`src/rtl/tccs_pkg.sv`:
```
`timescale 1ns / 1ps

package tccs_pkg;

   // screen geometry
   localparam int COLUMNS       = 80;
   localparam int ROWS          = 25;
   localparam int DEF_TAB_WIDTH = 8;
   localparam int CELL_COUNT    = COLUMNS * ROWS;

   localparam int ADDR_W = 11;
   localparam int ROW_W  = 5;
   localparam int COL_W  = 7;
   localparam int ATTR_W = 8;
   localparam int CHAR_W = 8;
   localparam int CELL_W = ATTR_W + CHAR_W;

   localparam int CMD_DEPTH = 2;
   localparam int RSP_DEPTH = 2;

   // request codes
   localparam logic [1:0] REQ_PUT   = 2'd0;
   localparam logic [1:0] REQ_CLEAR = 2'd1;
   localparam logic [1:0] REQ_READ  = 2'd2;

   // character codes
   localparam logic [CHAR_W-1:0] CH_BS    = 8'h08;
   localparam logic [CHAR_W-1:0] CH_TAB   = 8'h09;
   localparam logic [CHAR_W-1:0] CH_LF    = 8'h0A;
   localparam logic [CHAR_W-1:0] CH_CR    = 8'h0D;
   localparam logic [CHAR_W-1:0] CH_SPACE = 8'h20;
   localparam logic [CHAR_W-1:0] CH_DEL   = 8'h7F;

   localparam logic [ATTR_W-1:0] RESET_ATTR  = 8'h0F;
   localparam logic [CELL_W-1:0] RESET_BLANK = {RESET_ATTR, CH_SPACE};

   typedef enum logic [2:0] {
      BK_INIT,
      BK_IDLE,
      BK_READ_WAIT,
      BK_COPY,
      BK_BLANK
   } back_state_type;

   // classified request handed from front to back
   typedef struct packed {
      logic              do_write;
      logic              do_scroll;
      logic              do_clear;
      logic              do_read;
      logic              rd_valid;
      logic [ADDR_W-1:0] addr;
      logic [CELL_W-1:0] wdata;
      logic [ATTR_W-1:0] attr;
      logic [ROW_W-1:0]  row;
      logic [COL_W-1:0]  col;
      logic [ADDR_W-1:0] pos;
   } cmd_type;

   typedef struct packed {
      logic [ROW_W-1:0]  row;
      logic [COL_W-1:0]  col;
      logic [ADDR_W-1:0] pos;
      logic              did_scroll;
      logic [CELL_W-1:0] cell_data;
   } rsp_type;

endpackage

```
`src/rtl/tccs_fifo.sv`:
```
`timescale 1ns / 1ps

module tccs_fifo
   import tccs_pkg::*;
#(
   parameter int WIDTH = 8,
   parameter int DEPTH = 2
) (
   input  logic             clock,
   input  logic             reset,
   input  logic             push,
   input  logic [WIDTH-1:0] din,
   output logic             full,
   input  logic             pop,
   output logic [WIDTH-1:0] dout,
   output logic             empty
);

   localparam int PtrW = $clog2(DEPTH);
   localparam int CntW = $clog2(DEPTH + 1);

   logic [WIDTH-1:0] data_ff [DEPTH];
   logic [PtrW-1:0]  wr_ptr_ff, wr_ptr_in;
   logic [PtrW-1:0]  rd_ptr_ff, rd_ptr_in;
   logic [CntW-1:0]  count_ff, count_in;
   logic             do_push, do_pop;

   assign full    = (count_ff == CntW'(DEPTH));
   assign empty   = (count_ff == '0);
   assign do_push = push && !full;
   assign do_pop  = pop && !empty;
   assign dout    = data_ff[rd_ptr_ff];

   always_comb begin
      wr_ptr_in = wr_ptr_ff;
      rd_ptr_in = rd_ptr_ff;
      count_in  = count_ff;
      if (do_push) begin
         wr_ptr_in = (wr_ptr_ff == PtrW'(DEPTH - 1)) ? '0 : wr_ptr_ff + PtrW'(1);
      end
      if (do_pop) begin
         rd_ptr_in = (rd_ptr_ff == PtrW'(DEPTH - 1)) ? '0 : rd_ptr_ff + PtrW'(1);
      end
      if (do_push && !do_pop) begin
         count_in = count_ff + CntW'(1);
      end else if (do_pop && !do_push) begin
         count_in = count_ff - CntW'(1);
      end
   end

   always_ff @(posedge clock) begin
      if (reset) begin
         wr_ptr_ff <= '0;
         rd_ptr_ff <= '0;
         count_ff  <= '0;
      end else begin
         wr_ptr_ff <= wr_ptr_in;
         rd_ptr_ff <= rd_ptr_in;
         count_ff  <= count_in;
      end
   end

   always_ff @(posedge clock) begin
      if (do_push) begin
         data_ff[wr_ptr_ff] <= din;
      end
   end

endmodule

```
`config.mk`:
```
export PLATFORM = sky130hd
export DESIGN_NAME = tccs_fifo
export DESIGN_NICKNAME = d
export VERILOG_FILES = /design/src/rtl/tccs_pkg.sv /design/src/rtl/tccs_fifo.sv
export SDC_FILE = /design/constraint.sdc
export NUM_CORES = 1
export LEC_CHECK = 0
export BUFFER_PORTS_ARGS = -buffer_cell sky130_fd_sc_hd__buf_2
export CELL_PAD_IN_SITES_DETAIL_PLACEMENT = 1
export CELL_PAD_IN_SITES_GLOBAL_PLACEMENT = 2
export CORE_ASPECT_RATIO = 0.7
export CORE_MARGIN = 5
export CORE_UTILIZATION = 38
export CTS_BUF_LIST = sky130_fd_sc_hd__clkbuf_2
export DETAILED_ROUTE_END_ITERATION = 8
export GPL_TIMING_DRIVEN = 0
export PLACE_DENSITY_LB_ADDON = 0.1
export SLEW_MARGIN = 0
export SYNTH_ARGS = -nofsm -noshare
export SYNTH_HDL_FRONTEND = slang
export SYNTH_SLANG_ARGS = --single-unit
```
`constraint.sdc`:
```
create_clock -name clock -period 4.45 [get_ports clock]
set_clock_uncertainty 0.1 [all_clocks]
set_input_delay 0.2225 -clock clock [delete_from_list [all_inputs] [get_ports clock]]
set_output_delay 0.2225 -clock clock [all_outputs]
set_load 0.03 [all_outputs]
```
==> flow_metrics.py <==
metrics = {
    "sta": {
        "maxSlewViolCount": 0,
        "hold_viol": 0,
        "slew_headroom": 0.728,
        "rsz0062_at_grt": "no",
        "whs_ps": 198,
        "max_freq_ghz": 0.578,
        "final.setup.tns_ps": 0,
        "post-route-period-util": 0.389,
        "setup_violations": 0,
        "tightest_slew_ps": 408,
        "layout_min_cycle_time_ps": 1730,
    },
    "pwr": {
        "p_leak_nw": 0.422,
        "vdd_ir_drop_max_uv": 218,
        "powerDensity_mw_per_mm2": 553,
    },
    "floorplan": {
        "dieHeight_um": 48.2,
        "die_w_um": 64.6,
        "core_area_sq_mm": 0.00192,
        "ios": 22,
        "dieArea_sq_mm": 0.00312,
        "initial_core_util": 0.413,
        "num_rows": 13,
    },
    "synth": {
        "synth_edf_count": 16,
        "yosysMostFrequentCell": "edfxtp_1",
        "synth_top_area_frac": 0.606,
        "synth_cells": 50,
        "avgSynthCellArea_sq_um": 15.9,
        "synthXorXnorAreaFrac": 0.0331,
        "synth_area_leaders": "edfxtp_1, dfxtp_1, mux2_2",
        "synth_seq_cells": 21,
        "synth-compound-area-share": 0.0315,
        "synth_ff_type": "edfxtp_1",
        "netlist_top_cells_count": "edfxtp_1, mux2_2, dfxtp_1, nor2_1",
        "ys_async_sr_fraction": 0,
        "yosys-mux-area-fraction": 0.114,
        "ys_types": 13,
        "synth_fa_ha_area_frac": 0.0158,
        "synth-seq-area-share": 0.732,
        "yosys_warnings": 0,
        "syn_area_sq_um": 793,
        "synth_top_area_cell": "edfxtp_1",
        "synth_nets": 63,
        "yosys.area_share.simple": 0.0584,
        "synth_top_family_by_area": "multiplexers",
    },
    "critical_path": {
        "crit_top_cell": "buf_2",
        "critPathBufInv": 2,
        "slowest_delay_ps": 360,
        "cp_max_fo": 8,
        "critPathKind": "register to primary output",
        "path_delay_family": "buffers and inverters",
        "cp.arrival_ps": 1410,
        "ff2ff_setup_slack_ps": 2720,
        "critPathRequiredTime_ps": 4130,
        "path_cells": "buf_2 > mux2_2 > buf_2",
        "critPathSlowestCell": "mux2_2",
        "cp-end-kind": "primary output",
        "cp-start-kind": "register",
    },
    "global_routing": {
        "grt_usage": 0.108,
        "antenna_found_initial": 0,
        "grt_pass1_vias": 531,
        "grt_max_degree": 12,
        "grt-ovfl-total": 0,
        "grt_pass1_wl_um": 2410,
    },
    "detailed_routing": {
        "viasPerCell": 4.80,
        "wl_per_cell_um": 14.5,
        "antenna_left": 0,
        "routed_wl_um": 1530,
        "dr.pass1.iters": 4,
        "num_vias": 509,
        "drc": 0,
        "drt_iter0_markers": 6,
    },
    "layout": {
        "area_delta_synth_final_pct": 30.6,
        "diodes": 0,
        "drive_above_1_share": 0.417,
        "layout.nets": 98,
    },
    "placement": {
        "dp_hpwl_um": 1070,
        "io_buffers": 21,
        "routabilityCongestion": 0.677,
    },
    "clock_network": {
        "cts_resized": 0,
        "cts_tree": "done",
        "clockBufferDepth": 2,
        "h-tree-depth": 1,
        "cts.sinks": 21,
        "clk_pin_slew_ps": 190,
        "cts_setup_buffers": 0,
        "root_buffer": "clkbuf_2",
        "insertion_delay_ps": 310,
        "cts_buffers": 3,
        "postCtsHoldBufs": 9,
    },
    "run": {
        "max-cap-violations": 0,
    },
    "status": {
        "outcome": "complete, no violations",
    },
    "hold_path": {
        "holdCritPathClass": "input pin to register",
    },
}
-- cells by family after synthesis --
kind of cell / Yosys count
DFF: 21
and+or+nand+nor: 9
muxes: 8
AOI/OAI and AO/OA: 5
xor gates and xnor gates: 3
buffers and inverters: 3
adders and majority gates: 1
-- state kept, by name (all words and copies together) (netlist names), named ones only --
signal / cells
data_ff: 16
rd_ptr_ff: 1
wr_ptr_ff: 1
count_ff: 2
-- stage by stage --
step | power, mW | area (sq um) | setup slack (ps) | cells | util
after detailed placement | 0.497 | 926 | 2740 | 93 | 0.482
after CTS | 0.582 | 1040 | 2690 | 106 | 0.540
final | 0.573 | 1040 | 2720 | 106 | 0.540
after floorplan | 0.434 | 793 | 2680 | 50 | -
after global placement | 0.489 | 926 | 2780 | 93 | 0.482
after global routing | 0.608 | 1040 | 2610 | 106 | 0.540
-- worst register-to-register path, stage by stage (launching register included) --
cell and delay (ps):
dfxtp_1 430, nor2b_2 230, nor2_1 100, ha_1 310
or3_1 380, a21oi_1 130
-- report_power, final --
part | leakage [nW] | switching, mW | internal, mW
Sequential | 0.191 | 0.0175 | 0.250
Combinational | 0.215 | 0.142 | 0.0849
Clock | 0.0166 | 0.0547 | 0.0238
-- path summary, 6_finish.rpt --
path                                  start           to  depth (start not counted)
worst max register to register  count_ff[1]  count_ff[1]                          5
worst min-delay path                   push    wr_ptr_ff                          4
worst max-delay path               register      dout[4]                          3
worst min register to register    wr_ptr_ff    wr_ptr_ff                          2
-- routing by layer --
metal | vias up | global-route usage | part of all wire
met5 | - | 0 | 0
met2 | 15 | 0.201 | 0.50
li1 | 248 | - | -
met1 | 242 | 0.116 | 0.43
met4 | 0 | 0.0504 | 0.014
met3 | 4 | 0.0369 | 0.057
-- cell usage in the layout, fill, tap and decap left out, drive strengths merged --
cell,synthesis,routed
dlygate4sd3,0,9
buf,1,22
and2,1,1
xor2,3,3
dfxtp,5,5
ha,1,1
nor2,5,5
or3,2,2
mux2,8,8
inv,2,2
o21ai,3,3
clkbuf,0,4
nor2b,1,1
a21oi,2,2
edfxtp,16,16
-- layout make-up --
| type | count | area [sq um] |
|---|---|---|
| inverters | 2 | 7.51 |
| clock buffers | 4 | 20.0 |
| repair buffers | 30 | 195 |
| plain buffers | 1 | 5.00 |
| multi-input cells | 26 | 200 |
| fillers | 211 | 883 |
| flip-flops and latches | 21 | 581 |
| well taps | 22 | 27.5 |
No activity file was read; power rests on OpenSTA's default activity.
