[src/rtl/tccs_pkg.sv]
`timescale 1ns / 1ps

package tccs_pkg;

   // screen geometry
   localparam int COLUMNS       = 80;
   localparam int ROWS          = 25;
   localparam int DEF_TAB_WIDTH = 8;
   localparam int CELL_COUNT    = COLUMNS * ROWS;

   localparam int ADDR_W = 11;
   localparam int ROW_W  = 5;
   localparam int COL_W  = 7;
   localparam int ATTR_W = 8;
   localparam int CHAR_W = 8;
   localparam int CELL_W = ATTR_W + CHAR_W;

   localparam int CMD_DEPTH = 2;
   localparam int RSP_DEPTH = 2;

   // request codes
   localparam logic [1:0] REQ_PUT   = 2'd0;
   localparam logic [1:0] REQ_CLEAR = 2'd1;
   localparam logic [1:0] REQ_READ  = 2'd2;

   // character codes
   localparam logic [CHAR_W-1:0] CH_BS    = 8'h08;
   localparam logic [CHAR_W-1:0] CH_TAB   = 8'h09;
   localparam logic [CHAR_W-1:0] CH_LF    = 8'h0A;
   localparam logic [CHAR_W-1:0] CH_CR    = 8'h0D;
   localparam logic [CHAR_W-1:0] CH_SPACE = 8'h20;
   localparam logic [CHAR_W-1:0] CH_DEL   = 8'h7F;

   localparam logic [ATTR_W-1:0] RESET_ATTR  = 8'h0F;
   localparam logic [CELL_W-1:0] RESET_BLANK = {RESET_ATTR, CH_SPACE};

   typedef enum logic [2:0] {
      BK_INIT,
      BK_IDLE,
      BK_READ_WAIT,
      BK_COPY,
      BK_BLANK
   } back_state_type;

   // classified request handed from front to back
   typedef struct packed {
      logic              do_write;
      logic              do_scroll;
      logic              do_clear;
      logic              do_read;
      logic              rd_valid;
      logic [ADDR_W-1:0] addr;
      logic [CELL_W-1:0] wdata;
      logic [ATTR_W-1:0] attr;
      logic [ROW_W-1:0]  row;
      logic [COL_W-1:0]  col;
      logic [ADDR_W-1:0] pos;
   } cmd_type;

   typedef struct packed {
      logic [ROW_W-1:0]  row;
      logic [COL_W-1:0]  col;
      logic [ADDR_W-1:0] pos;
      logic              did_scroll;
      logic [CELL_W-1:0] cell_data;
   } rsp_type;

endpackage

[src/rtl/tccs_front.sv]
`timescale 1ns / 1ps

module tccs_front
   import tccs_pkg::*;
#(
   parameter int TAB_WIDTH = DEF_TAB_WIDTH
) (
   input  logic              clock,
   input  logic              reset,
   input  logic              push,
   output logic              full,
   input  logic [1:0]        req_type,
   input  logic [CHAR_W-1:0] req_char_code,
   input  logic [ADDR_W-1:0] req_cell_index,
   input  logic              csr_wr_en,
   input  logic [ATTR_W-1:0] csr_wr_data,
   input  logic              init_busy,
   input  logic              cmd_full,
   output logic              cmd_push,
   output cmd_type           cmd
);

   localparam int ColXW = $clog2(COLUMNS + TAB_WIDTH);
   localparam int RowXW = ROW_W + 1;

   typedef logic [ColXW-1:0] tab_tbl_type [COLUMNS];

   // next tab stop for every column, built with a running stop
   function automatic tab_tbl_type build_tab_tbl();
      tab_tbl_type tbl;
      int stop;
      stop = TAB_WIDTH;
      for (int c = 0; c < COLUMNS; c++) begin
         if (c >= stop) begin
            stop = stop + TAB_WIDTH;
         end
         tbl[c] = ColXW'(stop);
      end
      return tbl;
   endfunction

   localparam tab_tbl_type TabTbl = build_tab_tbl();

   logic [COL_W-1:0]  col_ff, col_in;
   logic [ROW_W-1:0]  row_ff, row_in;
   logic [ATTR_W-1:0] attr_ff;
   logic [ColXW-1:0]  col_x;
   logic [RowXW-1:0]  row_x;
   logic              put_wr;
   logic              put_scroll;
   logic [ADDR_W-1:0] cur_pos;
   logic              accept;

   assign full     = cmd_full || init_busy;
   assign accept   = push && !full;
   assign cmd_push = accept;
   assign cur_pos  = ADDR_W'(row_ff) * ADDR_W'(COLUMNS) + ADDR_W'(col_ff);

   // cursor motion of a put request
   always_comb begin
      col_x      = ColXW'(col_ff);
      row_x      = RowXW'(row_ff);
      put_wr     = 1'b0;
      put_scroll = 1'b0;
      case (req_char_code)
         CH_BS: begin
            if (col_ff != '0) begin
               col_x = col_x - ColXW'(1);
            end
         end
         CH_TAB: begin
            col_x = TabTbl[col_ff];
         end
         CH_CR: begin
            col_x = '0;
         end
         CH_LF: begin
            col_x = '0;
            row_x = row_x + RowXW'(1);
         end
         default: begin
            if (req_char_code inside {[CH_SPACE:CH_DEL]}) begin
               put_wr = 1'b1;
               col_x  = col_x + ColXW'(1);
            end
         end
      endcase
      if (col_x >= ColXW'(COLUMNS)) begin
         col_x = '0;
         row_x = row_x + RowXW'(1);
      end
      if (row_x >= RowXW'(ROWS)) begin
         row_x      = RowXW'(ROWS - 1);
         put_scroll = 1'b1;
      end
   end

   always_comb begin
      cmd.do_write  = 1'b0;
      cmd.do_scroll = 1'b0;
      cmd.do_clear  = 1'b0;
      cmd.do_read   = 1'b0;
      cmd.rd_valid  = 1'b0;
      cmd.addr      = cur_pos;
      cmd.wdata     = {attr_ff, req_char_code};
      cmd.attr      = attr_ff;
      col_in        = col_ff;
      row_in        = row_ff;
      case (req_type)
         REQ_PUT: begin
            cmd.do_write  = put_wr;
            cmd.do_scroll = put_scroll;
            col_in        = COL_W'(col_x);
            row_in        = ROW_W'(row_x);
         end
         REQ_CLEAR: begin
            cmd.do_clear = 1'b1;
            col_in       = '0;
            row_in       = '0;
         end
         REQ_READ: begin
            cmd.do_read  = 1'b1;
            cmd.rd_valid = (req_cell_index < ADDR_W'(CELL_COUNT));
            cmd.addr     = req_cell_index;
         end
         default: begin
         end
      endcase
      cmd.row = row_in;
      cmd.col = col_in;
      cmd.pos = ADDR_W'(row_in) * ADDR_W'(COLUMNS) + ADDR_W'(col_in);
   end

   always_ff @(posedge clock) begin
      if (reset) begin
         col_ff  <= '0;
         row_ff  <= '0;
         attr_ff <= RESET_ATTR;
      end else begin
         if (accept) begin
            col_ff <= col_in;
            row_ff <= row_in;
         end
         if (csr_wr_en) begin
            attr_ff <= csr_wr_data;
         end
      end
   end

   cursor_in_range: assert property (@(posedge clock) disable iff (reset)
      (col_ff < COL_W'(COLUMNS)) && (row_ff < ROW_W'(ROWS)))
      else $error("cursor outside the screen");

   no_accept_in_init: assert property (@(posedge clock) disable iff (reset)
      init_busy |-> !cmd_push)
      else $error("item accepted during clearing pass");

   pos_on_screen: assert property (@(posedge clock) disable iff (reset)
      cmd_push |-> (cmd.pos < ADDR_W'(CELL_COUNT)))
      else $error("cursor position past the last cell");

endmodule

[config.mk]
export PLATFORM = sky130hd
export DESIGN_NAME = tccs_front
export DESIGN_NICKNAME = d
export VERILOG_FILES = /design/src/rtl/tccs_pkg.sv /design/src/rtl/tccs_front.sv
export SDC_FILE = /design/constraint.sdc
export NUM_CORES = 1
export LEC_CHECK = 0
export BUFFER_PORTS_ARGS = -buffer_cell sky130_fd_sc_hd__buf_4
export CAP_MARGIN = 15
export CORE_MARGIN = 2
export CORE_UTILIZATION = 56
export CTS_CLUSTER_SIZE = 16
export DETAILED_ROUTE_END_ITERATION = 8
export GPL_TIMING_DRIVEN = 0
export PLACE_DENSITY_LB_ADDON = 0.08
export SYNTH_ARGS = -nofsm -noshare
export SYNTH_HDL_FRONTEND = slang
export SYNTH_SLANG_ARGS = --single-unit
[constraint.sdc]
create_clock -name clock -period 9.4 [get_ports clock]
set_input_delay 0 -clock clock [delete_from_list [all_inputs] [get_ports clock]]
set_output_delay 0 -clock clock [all_outputs]
set_load 0.005 [all_outputs]
==> run summary <==
The run finished with clean final reports. Async set or reset register ratio after synthesis: 0. IR analysis of the VDD net gives a maximum drop of 47.4 uV. The number of nets in the synthesized netlist is 441. The worst hold path was traced through 3 stages. The synthesized netlist occupies a cell area of 2850 um^2. The sequential cells in the finished layout cover a total of 400 um^2. The signal on the critical path passes through inv_1, ha_1, o31a_1, or3_1, a2111o_1, a32oi_2, nor2_1, nor3_1, o21ai_0, a21oi_1, o32ai_1, ha_1, ha_1, inv_1, fa_1, or2_2, o21ai_0, or4b_2, o21ai_0, xor2_1, buf_4. The total power draw was 0.267 mW. Counting flops with a built-in enable in the synthesized netlist gives 0. The utilization after layout is 0.791.

For the pin with the worst max-slew slack, the measured transition is 0.722 ns. Broken down by cell family, the worst path's largest delay share belongs to compound AO/OA/AOI/OAI gates. The worst setup path is launched from a register. The tools report the terminus of the critical flop-to-flop path as row_ff[1]$_SDFFE_PP0P_. The proportion of synthesized chip area in sequential cells is 0.140, and the post-cts repair resize count is 0. The tools report the multi-input logic area as 2160 um^2. The area of all placed cells without fillers came out at 3810 um^2. The most common cell in the synthesized netlist is nor2_1. The final wirelength is 8500 um. After detailed routing, the number of remaining DRC violations is 0. The remaining antenna violation count came out at 0. Setup repair after global routing left no endpoint under its margin. Library cell occupying the most area in the post-synthesis netlist: dfxtp_1. The post-synthesis average cell area came out at 7.60 um^2.

The slowest stage of the critical path is the dfxtp_1 cell. The final-stage net count came out at 551. After detailed routing, the number of vias per cell comes to 5.80. The share of the clock period used by the worst path after layout is 0.663. TritonCTS built the clock tree. Yosys attributes the largest share of cell area to dfxtp_1 (14%), ha_1 (12%), buf_4 (5.3%), nor2_1 (5.3%), xnor2_1 (4.3%). The clock slew at the register clock pins of the worst setup and hold paths came out at 0.08 ns. The switching fraction of total power was 0.279; the global-route wire length before repair was 13200 um. The die covers 5680 um^2. The die height was 75.4 um.

For the total of endpoints with negative setup slack in the final report, the log shows 0. The number of antenna diodes in the final layout is 0. The tools report the count of H-tree levels built during CTS as 1. Together, buffers and inverters on the worst path number 3. Clock tree synthesis selected as its root buffer the cell clkbuf_8. The netlist uses 64 different library cells. The share of Yosys cell area claimed by the top area cell type is 0.140, and the area growth from synthesis to layout is 33.7%. The initial antenna violation count was 0; the switching component of the power was 0.0743 mW. The number of hold violations in the final report came out at 0. The tools report the via count as 3198. The class of the worst hold path is primary input to register.

The standard-cell row count was 25; the relative slew slack was 0.517. Summed over all cells, the static leakage comes to 1.81 nW. Summed over all nets, the half-perimeter wirelength after detailed placement is 6620 um. Buffers placed on the I/O ports in this run total 98.

The layout has 382 filler cells. The total count of max-transition violations in the final report came out at 0. In this run the most used layer during global routing was met2. Maximum clock frequency: 0.160 GHz.

Most used flip-flop cell after synthesis: dfxtp_1. Counting every sink on the clock net gives 20. The met3 usage in global routing is 0.0291, and the final estimated routing congestion in global placement is 0.930. For the effective utilization at floorplan, the log shows 0.592. The synthesized design contains 20 register bits. The clock insertion delay at the later pin of the skew report came out at 0.27 ns.

The category of the most critical setup path was register to output pin. The share of final-layout standard cells stronger than drive strength 1 was 0.302. The width of the die is 75.4 um. The maximum fanout encountered on the critical timing path was 10.

The part of the total power dissipated in sequential elements is 0.346. The worst path arrival time is 6.23 ns. Nature of the critical path endpoint: an output pin. After detailed placement, the total cell area comes to 3670 um^2. Number of max-cap violations: 0. The core region is 4820 um^2. Measured in cells, the most critical reg-to-reg path has a length of 11. The global-route total usage across every layer was 0.298; the final setup skew was 0.00691 ns. For flop-to-flop paths, the worst setup slack is 5.81 ns. The run gives 0.369 as the met1 routing resource usage after global routing. The number of CTS-inserted buffers was 3; the pin count of the biggest net entering global routing was 13.

The logs give 0.325 for the share of power burned in combinational logic and 0.192 mW for the cell-internal power. Synthesis produced 375 cells. Destination of the worst hold path: attr_ff[6]$_SDFFE_PP0P_. Counting instances in the post-synthesis netlist gives the leading cell types as nor2_1 (40), ha_1 (27), nand2_1 (25). The relative contribution of the clock network to total power is 0.329. 100 I/O pins were placed. For this run, the number of Yosys warnings is 0. The number of global-route vias before repair was 2905. The startpoint identified for the worst register-to-register timing path is col_ff[3]$_SDFFE_PP0P_. The detailed-router iteration count before antenna repair was 7; the total overflow reported by the global router was 0. For the iteration-0 DRC count of the detailed router, the log shows 229. The tools report the routing usage on met2 as 0.530. The minimum clock period was 6.23 ns; the delay of the slowest critical-path stage was 0.60 ns. The startpoint of the tightest hold check path is csr_wr_data[6]. The logs give 9.40 ns for the required time at the endpoint of the critical path and 0 ns for the setup TNS. The power per standard cell area was 69.9 nW/um^2; the maximum number of buffers from clock root to sink was 2.

The wire length per cell came out at 15.4 um.
[what timing repair did]
item,in CTS,in global routing
setup buffers,0,0
endpoints found under the hold margin,7,0
hold buffers,7,0
[worst max-delay path by stage]
stage | from | cells past startpoint | endpoint | slack [ns]
finish | col_ff[3]$_SDFFE_PP0P_ | 21 | cmd[10] | 3.17
detailed placement | col_ff[3]$_SDFFE_PP0P_ | 21 | cmd[10] | 3.62
CTS | col_ff[3]$_SDFFE_PP0P_ | 21 | cmd[10] | 3.28
global route | col_ff[3]$_SDFFE_PP0P_ | 21 | cmd[10] | 2.96
floorplan | col_ff[3]$_SDFFE_PP0P_ | 20 | cmd[10] | 4.40
global placement | col_ff[3]$_SDFFE_PP0P_ | 21 | cmd[10] | 3.75
[placed cells by master, fill, tap and decap left out, types with 3 or more instances in the layout]
cell,Yosys,routed
a211o_1,5,5
a211oi_1,8,8
a21o_1,6,6
a21oi_1,22,22
a22o_1,3,3
a22oi_1,3,3
a31oi_1,4,4
a32o_1,3,3
and3_1,5,5
buf_2,3,3
buf_4,20,118
clkbuf_1,13,13
clkbuf_8,0,3
dfxtp_1,20,20
dlygate4sd3_1,0,7
fa_1,4,4
ha_1,27,27
inv_1,21,21
mux2_2,6,6
mux2i_1,6,6
nand2_1,25,25
nand2b_1,7,7
nand3_1,8,8
nor2_1,40,40
nor2b_1,5,5
nor3_1,10,10
nor3b_1,4,4
o21ai_0,15,15
o32ai_1,3,3
or2_2,4,4
or3_1,3,3
xnor2_1,14,14
xor2_1,12,12
[layout make-up]
cell class	instances	share of cell area
Multi-Input combinational cell	298	0.566
Timing Repair Buffer	105	0.211
Clock buffer	3	0.0108
Sequential cell	20	0.105
Inverter	21	0.0207
Clock inverter	1	0.00788
Tap cell	67	0.0220
Buffer	36	0.0561
[worst register-to-register path: cells and delay by family, from the launching register on]
kind	cells	cell delay, ns
AND/OR/NAND/NOR	3	0.86
AO/OA/AOI/OAI	6	1.56
flip-flops	1	0.60
buffers and inverters	1	0.19
adder cells (fa/ha/maj)	1	0.25
[registers in the layout, summed over array words and instances (netlist names)]
| register | flops |
|---|---|
| attr_ff | 8 |
| col_ff | 7 |
| row_ff | 5 |
[stage by stage]
stage                     setup WS [ns]  hold WS [ns]  instances
after CTS                          3.28        0.0115        551
after global routing               2.96        0.0323        551
after global placement             3.75         0.207        540
final                              3.17       0.00859        551
after floorplan                    4.40        0.0609        375
after detailed placement           3.62         0.212        540
[power groups by stage]
| stage | combinational, mW | sequential [mW] | clock [mW] |
|---|---|---|---|
| floorplan | 0.0421 | 0.0929 | 0 |
| global placement | 0.0808 | 0.0935 | 0 |
| detailed placement | 0.0829 | 0.0939 | 0 |
| CTS | 0.0860 | 0.0919 | 0.0872 |
| global route | 0.0945 | 0.0925 | 0.0906 |
| finish | 0.0868 | 0.0922 | 0.0876 |
[per-layer routing]
layer	up-vias	share of wire
met2	166	0.49
met3	13	0.077
met5	-	0
met1	1466	0.42
li1	1553	-
met4	0	0.014
[cells by family after synthesis]
group / count (synthesis) / share of synthesized area
AO/OA/AOI/OAI: 98 / 0.247
XOR/XNOR: 26 / 0.0799
AND/OR/NAND/NOR: 131 / 0.239
adder cells (fa/ha/maj): 31 / 0.147
buffers and inverters: 57 / 0.103
multiplexers: 12 / 0.0448
flip-flops: 20 / 0.140
Note: power is estimated with default switching activity, not from simulation.
